==> config.mk <==
export PLATFORM = sky130hd
export DESIGN_NAME = pfa_regs
export DESIGN_NICKNAME = d
export VERILOG_FILES = /design/src/sv/pfa_pkg.sv /design/src/sv/pfa_regs.sv
export SDC_FILE = /design/constraint.sdc
export NUM_CORES = 1
export LEC_CHECK = 0
export BUFFER_PORTS_ARGS = -buffer_cell sky130_fd_sc_hd__buf_2
export CAP_MARGIN = 20
export CORE_MARGIN = 1
export CORE_UTILIZATION = 39
export CTS_BUF_LIST = sky130_fd_sc_hd__clkbuf_2 sky130_fd_sc_hd__clkbuf_4 sky130_fd_sc_hd__clkbuf_8
export CTS_CLUSTER_DIAMETER = 200
export CTS_CLUSTER_SIZE = 14
export DETAILED_ROUTE_END_ITERATION = 12
export GPL_TIMING_DRIVEN = 0
export HOLD_SLACK_MARGIN = 0.02
export PLACE_DENSITY = 0.78
export SETUP_SLACK_MARGIN = 0.02
export SLEW_MARGIN = 20
export SYNTH_ARGS = -nofsm -noshare
export SYNTH_HDL_FRONTEND = slang
export SYNTH_SLANG_ARGS = --single-unit
==> constraint.sdc <==
create_clock -name clk -period 0.8 [get_ports clk]
set_clock_uncertainty 0.15 [all_clocks]
set_input_delay 0.04 -clock clk [delete_from_list [all_inputs] [get_ports clk]]
set_output_delay 0.04 -clock clk [all_outputs]
set_load 0.03 [all_outputs]
==> src/sv/pfa_pkg.sv <==
// ----------------------------------------------------------------------------
// pfa_pkg: shared types and constants of the page frame allocator
// Payload structs, command / status / page-state codes, register map,
// row geometry of the page map memory and the sequencer state type.
// ----------------------------------------------------------------------------
package pfa_pkg;

	// default geometry
	localparam int MAX_PAGES_DEF  = 65536;
	localparam int PAGE_SHIFT_DEF = 12;

	// page map memory row: 16 page states of 2 bits each
	localparam int KIND_W    = 2;
	localparam int ROW_SEL_W = 4;
	localparam int ROW_PAGES = 1 << ROW_SEL_W;
	localparam int ROW_BITS  = ROW_PAGES * KIND_W;

	// wide page number arithmetic (byte address plus length, shifted)
	localparam int PG_W = 33;

	// commands
	localparam logic [1:0] CMD_ALLOC = 2'd0;
	localparam logic [1:0] CMD_MARK  = 2'd1;
	localparam logic [1:0] CMD_FREE  = 2'd2;
	localparam logic [1:0] CMD_QUERY = 2'd3;

	// result status codes
	localparam logic [2:0] ST_OK           = 3'd0;
	localparam logic [2:0] ST_NOFREE       = 3'd1;
	localparam logic [2:0] ST_MISALIGNED   = 3'd2;
	localparam logic [2:0] ST_ALREADY_FREE = 3'd3;
	localparam logic [2:0] ST_RANGE        = 3'd4;

	// page states
	localparam logic [1:0] KIND_FREE   = 2'd0;
	localparam logic [1:0] KIND_USER   = 2'd1;
	localparam logic [1:0] KIND_SYSTEM = 2'd2;

	// saturation limit of the conflict count
	localparam logic [16:0] COUNT_MAX = 17'h1FFFF;

	// register map (index = paddr[2])
	localparam logic REG_TOTAL = 1'b0;
	localparam logic REG_START = 1'b1;
	localparam int   PADDR_W   = 3;

	localparam logic [16:0] TOTAL_RST = 17'd65536;
	localparam logic [15:0] START_RST = 16'd16384;

	typedef struct packed {
		logic [1:0]  cmd;
		logic [31:0] address;
		logic [31:0] length_bytes;
		logic [15:0] page_index;
	} req_t;

	typedef struct packed {
		logic [2:0]  status;
		logic [27:0] page_address;
		logic [1:0]  page_kind;
		logic [16:0] conflict_count;
	} rsp_t;

	// register contents handed to the engine
	typedef struct packed {
		logic [16:0] total_pages;
		logic [15:0] search_start_page;
	} cfg_t;

	typedef enum logic [2:0] {
		S_CLEAR,
		S_IDLE,
		S_PREP,
		S_READ,
		S_MODIFY,
		S_DONE
	} state_t;

endpackage

==> src/sv/pfa_regs.sv <==
// ----------------------------------------------------------------------------
// pfa_regs: configuration registers behind an APB-style port
// Page total and allocation search start; writes complete in the access
// phase, reads return the register value, no wait states.
// ----------------------------------------------------------------------------
module pfa_regs (
	input  logic                       clk,
	input  logic                       arst_n,
	input  logic                       psel,
	input  logic                       penable,
	input  logic                       pwrite,
	input  logic [pfa_pkg::PADDR_W-1:0] paddr,
	input  logic [31:0]                pwdata,
	output logic [31:0]                prdata,
	output logic                       pready,
	output pfa_pkg::cfg_t              cfg
);

	logic        wr_en;
	logic [16:0] total_q;
	logic [15:0] start_q;

	assign wr_en  = psel & penable & pwrite;
	assign pready = 1'b1;

	// register write
	always_ff @(posedge clk or negedge arst_n) begin
		if (!arst_n) begin
			total_q <= pfa_pkg::TOTAL_RST;
			start_q <= pfa_pkg::START_RST;
		end else if (wr_en) begin
			if (paddr[2] == pfa_pkg::REG_TOTAL) begin
				total_q <= pwdata[16:0];
			end else begin
				start_q <= pwdata[15:0];
			end
		end
	end

	// read mux
	always_comb begin
		case (paddr[2])
			pfa_pkg::REG_TOTAL: prdata = {15'd0, total_q};
			pfa_pkg::REG_START: prdata = {16'd0, start_q};
			default:            prdata = '0;
		endcase
	end

	assign cfg.total_pages       = total_q;
	assign cfg.search_start_page = start_q;

endmodule

Word-level counts from Yosys, hierarchy flattened

Index checks and enable logic that the tools add are counted.

Register bits after elaboration: 33
Latch bits: 0
RAM bits: 0
ROM bits: 0
Output and inout port bits: 66
Logic and storage cells: 8
Memories: 0

Add/subtract/negate cells: 0
Multipliers: 0
Divide/modulo/power cells: 0
$lt $le $gt $ge: 0
Equal/unequal tests: 0
Shifts and indexed selects: 0
Mux-type cells: 1
Bitwise gates (word level): 3
Reductions and logical operators: 2

Operators by type and width:

| cell              | count |
|---|---|
| $pmux W32 S2      | 1 |
| $reduce_and A2 Y1 | 2 |
| $and A1 B1 Y1     | 2 |
| $not A1 Y1        | 1 |

Depth between registers and ports, before layout

Gate-level depths: netlist (run 1).

Word-level depth: 3
Depth in mapped cells: 4
Gate-level depth less buffers: 2

Worst setup path before layout (run 1)

OpenSTA, ideal clock, no wires.

Path kind: flip-flop to output port
Start point: register total_q[16]
End point: output port prdata[16]
Arrival: 1.101 ns
Required time: 0.610 ns
Path slack: -0.491 ns
Cell stages (with the launch flop): 2
Cells stage by stage: dfstp_2 nor2b_1

Word-level cells in the longest chain between the ends: 1

RTL lines:

| element                | RTL line       | source |
|---|---|---|
| from (decl)            | pfa_regs.sv:20 | `logic [16:0] total_q;` |
| from (signal assigned) | pfa_regs.sv:29 | `total_q <= pfa_pkg::TOTAL_RST;` |
| from (signal assigned) | pfa_regs.sv:33 | `total_q <= pwdata[16:0];` |
| $pmux W32 S2           | pfa_regs.sv:42 | `case (paddr[2])` |
| to (decl)              | pfa_regs.sv:14 | `output logic [31:0] prdata,` |

No other way between the ends. The select of a mux whose other input is x is not followed.

Final worst setup path (run 1)

Start point: register start_q[9]
End point: output port prdata[9]

Word-level cells in the longest chain between the ends: 1

RTL lines:

| element                | RTL line       | source |
|---|---|---|
| from (decl)            | pfa_regs.sv:21 | `logic [15:0] start_q;` |
| from (signal assigned) | pfa_regs.sv:30 | `start_q <= pfa_pkg::START_RST;` |
| from (signal assigned) | pfa_regs.sv:35 | `start_q <= pwdata[15:0];` |
| $pmux W32 S2           | pfa_regs.sv:42 |  |

No other way between the ends. The select of a mux whose other input is x is not followed.

==> results_dict.tcl, run 1 <==
set metrics [dict create \
    worstPathRequired_ps 610 \
    post-place-ws_ps -469 \
    hold_ws_ps -343 \
    drc 0 \
    worstSetupPathType "reg2out" \
    port_buffers 71 \
    rsz0062_at_grt "yes" \
    fin_crit_sh_pct 166 \
    die_w_um 66.7 \
    grt_max_degree 34 \
    end_kind "output port" \
    nets 271 \
    critical_path_depth 2 \
    crit_path_max_incr_delay_ps 420 \
    layout.cells.non_filler 282 \
    stdcell_area_um2 3060 \
    clk_latency_ps 290 \
    critPathTopFamily "flip-flops" \
    clkTransAtPathRegs_ps 70 \
    grt_pass1_wl_mm 6.80 \
    drive_gt1_share_pct 88.8 \
    setup_violations 83 \
    clock_sinks 33 \
    synthCells 107 \
    final_common_cell "buf_6" \
    grt_pass1_vias 1363 \
    design.die.area_um2 4450 \
    htree_num_levels 2 \
    vias 1299 \
    die_h_um 66.7 \
    rows 23 \
    p_total_w 0.00852 \
    gp_congestion 0.657 \
    postRouteAntennaNets 0 \
    finalHoldViolCount 64 \
    syn_area_per_cell_um2 15.2 \
    rr_startpoint "total_q[12]" \
    startpoint "start_q[9]" \
    numCtsBuffers 5 \
    root_buffer "clkbuf_8" \
    leakagePower_nw 1.63 \
    final_cell_mix "79 x buf_6, 47 x mux2_4, 22 x buf_2, 21 x dfrtp_2, 20 x buf_4" \
    drt_wl_total_mm 4.77 \
    drtIter0Drc 33 \
    viasPerCell 4.61 \
    r2r_slack_ps -270 \
    area_growth_pct 87.3 \
    worstMarginPinSlew_ps 732 \
    slew_violations 0 \
    hpwl_mm 2.38 \
    timing.rr.end "total_q[12]" \
    slew_headroom_pct 51.2 \
    synth_sequential_area_ratio_pct 50.8 \
    path_cells "mux2_2 > buf_6" \
    yosysWarningCount 0 \
    reg2reg_depth 2 \
    ir_drop_mv 1.77 \
    num_antenna_cells 0 \
    tritoncts "done" \
    hold_path_class "in2async" \
    fmax_ghz 0.754 \
    synthDistinctLibCells 11 \
    grt_overflow 0 \
    coreArea_um2 4000 \
    path_buf_inv 1 \
    cp.arrival_ps 1140 \
    grtUsageTotal_pct 21.3 \
    violations "hold timing, setup timing" \
    crit_fanout 2 \
    fin_ws_ps -526 \
    p_per_area_nw_per_um2 2790 \
    slowest_stage "dfrtp_2" \
    place_area_um2 2200 \
    start_kind "flip-flop" \
    antenna_found_initial 0 \
    crit_end "prdata[9]" \
    start_util_pct 40.8 \
    dp.cells 242 \
    firstDrtPassIters 4 \
    maxCapViolCount 0 \
    fin_crit_ps 1330 \
    cts_buffer_depth 2 \
    status "finished, violations left" \
    synth_seq_cells 33 \
    io_pins 106 \
    wl_per_cell_um 16.9 \
    mappedNetlistArea_um2 1630 \
]
## where the power goes
part | switching [W] | internal [W] | leakage (nW)
Clock | 0.000615 | 0.000777 | 0.0542
Sequential | 0.000317 | 0.00210 | 0.370
Combinational | 0.00216 | 0.00255 | 1.20
Total | 0.00309 | 0.00543 | 1.63
## cells by family after synthesis
group	Yosys count	share of synthesized area, %
other cells	2	0.460
flops	33	50.8
mux	49	36.1
buf+inv	20	9.51
simple gates	3	3.14
## through the flow
| stage | TNS (ps) | util, % | hold slack, ps |
|---|---|---|---|
| 2_1_floorplan | -12210 | - | -406 |
| 3_3_place_gp | -17200 | 55.1 | -12.8 |
| 3_5_place_dp | -17930 | 55.1 | -5.16 |
| 4_1_cts | -25650 | 73.1 | -315 |
| 5_1_grt | -28330 | 76.4 | -270 |
| 6_report | -26800 | 76.4 | -343 |
## cell usage after synthesis
cell type   n  area (µm²)
mux2_2     39         439
dfrtp_1    31         776
buf_4      17         128
mux2_4     10         150
buf_6       2        22.5
conb_1      2        7.51
dfstp_2     2        52.6
buf_2       1        5.00
nand4_4     1        21.3
nand4b_4    1        23.8
nor2b_1     1        6.26
## how the worst min path moves through the flow
stage / from / to / depth (start not counted)
global placement: arst_n / total_q[9] / 1
detailed placement: arst_n / total_q[11] / 1
global route: arst_n / total_q[11] / 1
finish: arst_n / start_q[11] / 1
CTS: arst_n / total_q[10] / 1
floorplan: arst_n / start_q[0] / 0
## area by class of cell
cell class	instances	area (µm²)
Tap cell	50	62.6
Buffer	20	176
Fill cell	246	945
Sequential cell	33	855
Clock buffer	7	96.3
Clock inverter	1	5.00
Multi-Input combinational cell	68	847
Timing Repair Buffer	103	1010
## routing by layer
metal / GRT usage (%) / share of wire (%) / routed length, µm
met3: 5.14 / 5.8 / 277
met4: 6.91 / 1.1 / 54
met2: 39.9 / 56 / 2660
met1: 23.0 / 37 / 1780
met5: 0 / 0 / 0
## registers in the layout, indices dropped and copies added, names as in the netlist
register,flops
start_q,16
total_q,17
## timing repair
item | in CTS | in global routing
hold endpoints to repair | 64 | 64
setup endpoints to repair | 83 | 83
buffers inserted | 25 | 18
gates resized for setup | 131 | 33
(Power assumes the default switching activity.)
==> run 2, diff against run 1 <==
- CELL_PAD_IN_SITES_DETAIL_PLACEMENT: not set -> 0
- CELL_PAD_IN_SITES_GLOBAL_PLACEMENT: not set -> 2
- CORE_UTILIZATION: 39 -> 23
- PLACE_DENSITY: 0.78 -> not set
- PLACE_DENSITY_LB_ADDON: not set -> 0.1
==> run 2 against run 1 <==
Against the previous run:
- the run still ends with hold timing, setup timing left
- worst setup slack improved by 20 ps
- count of clock-buffer cells in the layout decreased by 1
- fmax increased by 1.5%
- routed wire length decreased by 9.4%
- die area increased by 67%
- global-route usage decreased by 9.3 points
- flip-flop and latch count unchanged
- worst hold slack improved by 20 ps
- critical path type unchanged
- critical endpoint is now prdata[5]
- largest cell class unchanged
==> results_dict.tcl, run 2 (synthesized netlist as in run 1, its figures left out) <==
set metrics [dict create \
    clk_latency_ps 270 \
    grt_overflow 0 \
    drc 0 \
    rr_startpoint "total_q[5]" \
    worstSetupPathType "reg2out" \
    p_clk_share_pct 15.4 \
    cts_buffer_depth 2 \
    crit_end "prdata[5]" \
    num_antenna_cells 0 \
    ir_drop_mv 1.03 \
    grt_pass1_vias 1304 \
    clock_sinks 33 \
    finalHoldViolCount 64 \
    fin_crit_sh_pct 163 \
    rsz0062_at_grt "yes" \
    drt_wl_total_mm 4.32 \
    top_register "total_q" \
    antenna_found_initial 0 \
    startpoint "total_q[5]" \
    hold_ws_ps -323 \
    start_kind "flip-flop" \
    die_h_um 86.2 \
    cp.arrival_ps 1120 \
    grt_max_degree 34 \
    slowest_stage "dfrtp_1" \
    crit_path_max_incr_delay_ps 420 \
    tritoncts "done" \
    final_common_cell "buf_6" \
    crit_fanout 3 \
    root_buffer "clkbuf_8" \
    fin_ws_ps -506 \
    fin_crit_ps 1310 \
    drtIter0Drc 14 \
    post-place-ws_ps -510 \
    slew_violations 0 \
    slew_headroom_pct 50.0 \
    power_frac_comb_pct 54.9 \
    grt_pass1_wl_mm 6.69 \
    start_util_pct 23.9 \
    worstPathRequired_ps 610 \
    p_switching_w 0.00295 \
    coreArea_um2 6830 \
    grtUsageTotal_pct 12.0 \
    status "finished, violations left" \
    area_growth_pct 85.2 \
    p_int_w 0.00514 \
    viasPerCell 3.82 \
    setup_violations 83 \
    wl_per_cell_um 13.3 \
    p_seq_share_pct 29.7 \
    postRouteAntennaNets 0 \
    timing.rr.end "total_q[5]" \
    reg2reg_depth 2 \
    largestRegisters "total_q (17), start_q (16)" \
    drive_gt1_share_pct 88.6 \
    tns_ps -25370 \
    end_kind "output port" \
    swShare_pct 36.5 \
    hpwl_mm 2.74 \
    final_cell_mix "70 x buf_6, 43 x mux2_4, 26 x buf_4, 22 x buf_2, 21 x dfrtp_2" \
    violations "hold timing, setup timing" \
    p_per_area_nw_per_um2 2680 \
    maxCapViolCount 0 \
    numCtsBuffers 5 \
    leakagePower_nw 1.57 \
    port_buffers 71 \
    firstDrtPassIters 4 \
    fmax_ghz 0.766 \
    die_w_um 86.2 \
    path_cells "mux2_4 > buf_6" \
    design.die.area_um2 7430 \
    nets 268 \
    htree_num_levels 2 \
    fillers 647 \
    rows 30 \
    r2r_slack_ps -270 \
    largest_reg_flops 17 \
    clkTransAtPathRegs_ps 80 \
    vias 1241 \
    gp_congestion 0.692 \
    worstMarginPinSlew_ps 750 \
    io_pins 106 \
    hold_path_class "in2async" \
]
[run 2: changes by cell type in the layout (fill, tap and decap cells not counted)]
| cell | delta |
|---|---|
| clkinv_2 | +1 |
| mux2_4 | -4 |
| mux2_2 | +4 |
| buf_8 | +1 |
| clkbuf_8 | -2 |
| buf_4 | +6 |
| buf_12 | -1 |
| buf_6 | -9 |
| clkbuf_4 | +1 |
[run 2: worst min path at each step]
stage / slack (ps) / startpoint / to / depth (start not counted)
after CTS: -290 / arst_n / total_q[7] / 1
final: -320 / arst_n / total_q[3] / 1
after global placement: 3 / arst_n / total_q[7] / 1
after detailed placement: 10 / arst_n / total_q[7] / 1
after global routing: -270 / arst_n / total_q[3] / 1
after floorplan: -410 / arst_n / start_q[0] / 0
[run 2: cell type report]
| type | instances | area (µm²) | area share [%] |
|---|---|---|---|
| timing repair buffer | 100 | 957 | 31.7 |
| sequential | 33 | 855 | 28.3 |
| multi-input combinational | 68 | 832 | 27.5 |
| buffer | 20 | 171 | 5.67 |
| tap | 96 | 120 | 3.98 |
| clock buffer | 6 | 76.3 | 2.53 |
| clock inverter | 2 | 10.0 | 0.331 |
[run 2: metrics by stage]
stage	utilization, %	total power [W]	cell area, µm²	std cells
global route	44.2	0.00851	3020	325
CTS	41.9	0.00780	2870	317
detailed placement	33.1	0.00528	2260	288
global placement	33.1	0.00524	2260	288
floorplan	-	0.00450	1790	121
finish	44.2	0.00809	3020	325
[run 2: worst max-delay path, delay by kind of cell (launching register included)]
kind / cells / cell delay, ps
flip-flops: 1 / 420
multiplexers: 1 / 290
buffers and inverters: 1 / 140
[run 2: per-layer routing]
| layer | up-vias | track usage (%) | share of wire [%] |
|---|---|---|---|
| met5 | - | 0 | 0 |
| met3 | 2 | 3.71 | 5.9 |
| met4 | 0 | 3.64 | 0.37 |
| met1 | 603 | 13.6 | 40 |
| li1 | 582 | - | - |
| met2 | 54 | 21.6 | 54 |
[run 2: power groups by stage]
stage	combinational (W)	sequential, W	clock (W)
after floorplan	0.00137	0.00313	0
after global placement	0.00287	0.00237	0
after detailed placement	0.00288	0.00240	0
after CTS	0.00413	0.00238	0.00130
after global routing	0.00467	0.00245	0.00139
final	0.00444	0.00240	0.00124
[run 2: what timing repair did]
item,in CTS,in global routing
hold endpoints to repair,64,64
buffers inserted,21,17
endpoints found under the setup margin,83,83
pin swaps,0,1
gates resized for setup,111,40
==> run 3, diff against run 2 <==
- SKIP_CTS_REPAIR_TIMING: not set -> 1
==> run 3 against run 2 <==
Against the previous run:
- the flow still finishes with violations (hold timing, setup timing)
- first-iteration DRC count increased by 50%
- total power decreased by 5.8%
- final area decreased by 5.6%
- fmax increased by 0.10%
- critical endpoint unchanged
- highest routed layer unchanged
==> results_dict.tcl, run 3 (synthesized netlist as in run 1, its figures left out) <==
set metrics [dict create \
    status "finished, violations left" \
    violations "hold timing, setup timing" \
    fmax_ghz 0.766 \
    ir_drop_mv 0.914 \
    final_common_cell "buf_6" \
    postRouteAntennaNets 0 \
    viasPerCell 3.84 \
    nets 259 \
    clk_latency_ps 270 \
    drt_wl_total_mm 4.12 \
    finalHoldViolCount 64 \
    numCtsBuffers 5 \
    crit_fanout 3 \
    port_buffers 71 \
    hold_ws_ps -329 \
    worstPathRequired_ps 610 \
    area_growth_pct 74.8 \
    drive_gt1_share_pct 88.2 \
    htree_num_levels 2 \
    top_register "total_q" \
    drc 0 \
    rr_startpoint "total_q[5]" \
    largest_reg_flops 17 \
    io_pins 106 \
    worstSetupPathType "reg2out" \
    p_total_w 0.00762 \
    design.die.area_um2 7430 \
    num_antenna_cells 0 \
    tritoncts "done" \
    crit_path_max_incr_delay_ps 410 \
    drtIter0Drc 21 \
    end_kind "output port" \
    largestRegisters "total_q (17), start_q (16)" \
    r2r_slack_ps -260 \
    fin_crit_ps 1310 \
    dp.cells 288 \
    final_cell_mix "45 x buf_6, 40 x mux2_4, 38 x buf_4, 24 x buf_2, 21 x dfrtp_2" \
    clkTransAtPathRegs_ps 70 \
    reg2reg_depth 2 \
    startpoint "total_q[5]" \
    gp_congestion 0.692 \
    worstMarginPinSlew_ps 745 \
    start_util_pct 23.9 \
    grt_max_degree 34 \
    slew_headroom_pct 50.3 \
    place_area_um2 2260 \
    coreArea_um2 6830 \
    cts_buffer_depth 2 \
    hold_path_class "in2async" \
    die_w_um 86.2 \
    firstDrtPassIters 3 \
    fin_crit_sh_pct 163 \
    grt_pass1_vias 1148 \
    die_h_um 86.2 \
    slowest_stage "dfrtp_1" \
    rows 30 \
    path_cells "mux2_4 > buf_6" \
    p_per_area_nw_per_um2 2670 \
    stdcell_area_um2 2850 \
    start_kind "flip-flop" \
    setup_violations 83 \
    root_buffer "clkbuf_8" \
    grtUsageTotal_pct 11.0 \
    tns_ps -22760 \
    slew_violations 0 \
    rsz0062_at_grt "yes" \
    vias 1215 \
    timing.rr.end "total_q[5]" \
    fillers 654 \
    antenna_found_initial 0 \
    layout.cells.non_filler 316 \
    hpwl_mm 2.74 \
    grt_pass1_wl_mm 6.08 \
    cp.arrival_ps 1120 \
    leakagePower_nw 1.49 \
    clock_sinks 33 \
    grt_overflow 0 \
    wl_per_cell_um 13.0 \
    maxCapViolCount 0 \
    fin_ws_ps -505 \
]
## run 3: changes by cell type in the layout (fill, tap and decap cells not counted), sizes merged
cell	previous run	this run
buf	120	110
clkbuf	6	7
## run 3: stage by stage
stage | util (%) | worst slack (ps) | hold slack [ps]
3_3_place_gp | 33.1 | -489 | 3.48
2_1_floorplan | - | -339 | -406
3_5_place_dp | 33.1 | -510 | 13.0
5_1_grt | 41.7 | -544 | -268
6_report | 41.7 | -505 | -329
4_1_cts | 34.4 | -554 | -294
## run 3: routing by layer
metal | wire (µm) | global-route usage (%) | vias to the layer above
met5 | 0 | 0 | -
met4 | 16 | 3.64 | 0
met3 | 288 | 3.90 | 2
met2 | 2120 | 19.3 | 54
met1 | 1690 | 12.4 | 594
li1 | - | - | 565
## run 3: worst max path at each step
stage | cells after the start | to | slack (ps)
global route | 2 | prdata[4] | -540
CTS | 2 | prdata[15] | -550
detailed placement | 4 | total_q[1] | -510
floorplan | 4 | total_q[0] | -340
global placement | 4 | total_q[4] | -490
finish | 2 | prdata[5] | -510
## run 3: area by class of cell
type	count	area (µm²)	area share, %
sequential	33	855	30.0
multi-input combinational	68	821	28.8
tap	96	120	4.21
timing repair buffer	91	795	27.9
clock inverter	2	10.0	0.351
clock buffer	6	76.3	2.68
buffer	20	175	6.14
## run 3: worst max-delay path: cells and delay by family, from the launching register on
family   cells  cell delay [ps]
flops        1              410
buf+inv      1              140
mux          1              290
## run 3: where the power goes
group	switching (W)	internal (W)	total [W]
Combinational	0.00192	0.00206	0.00397
Sequential	0.000322	0.00210	0.00242
Clock	0.000591	0.000636	0.00123
Total	0.00283	0.00479	0.00762
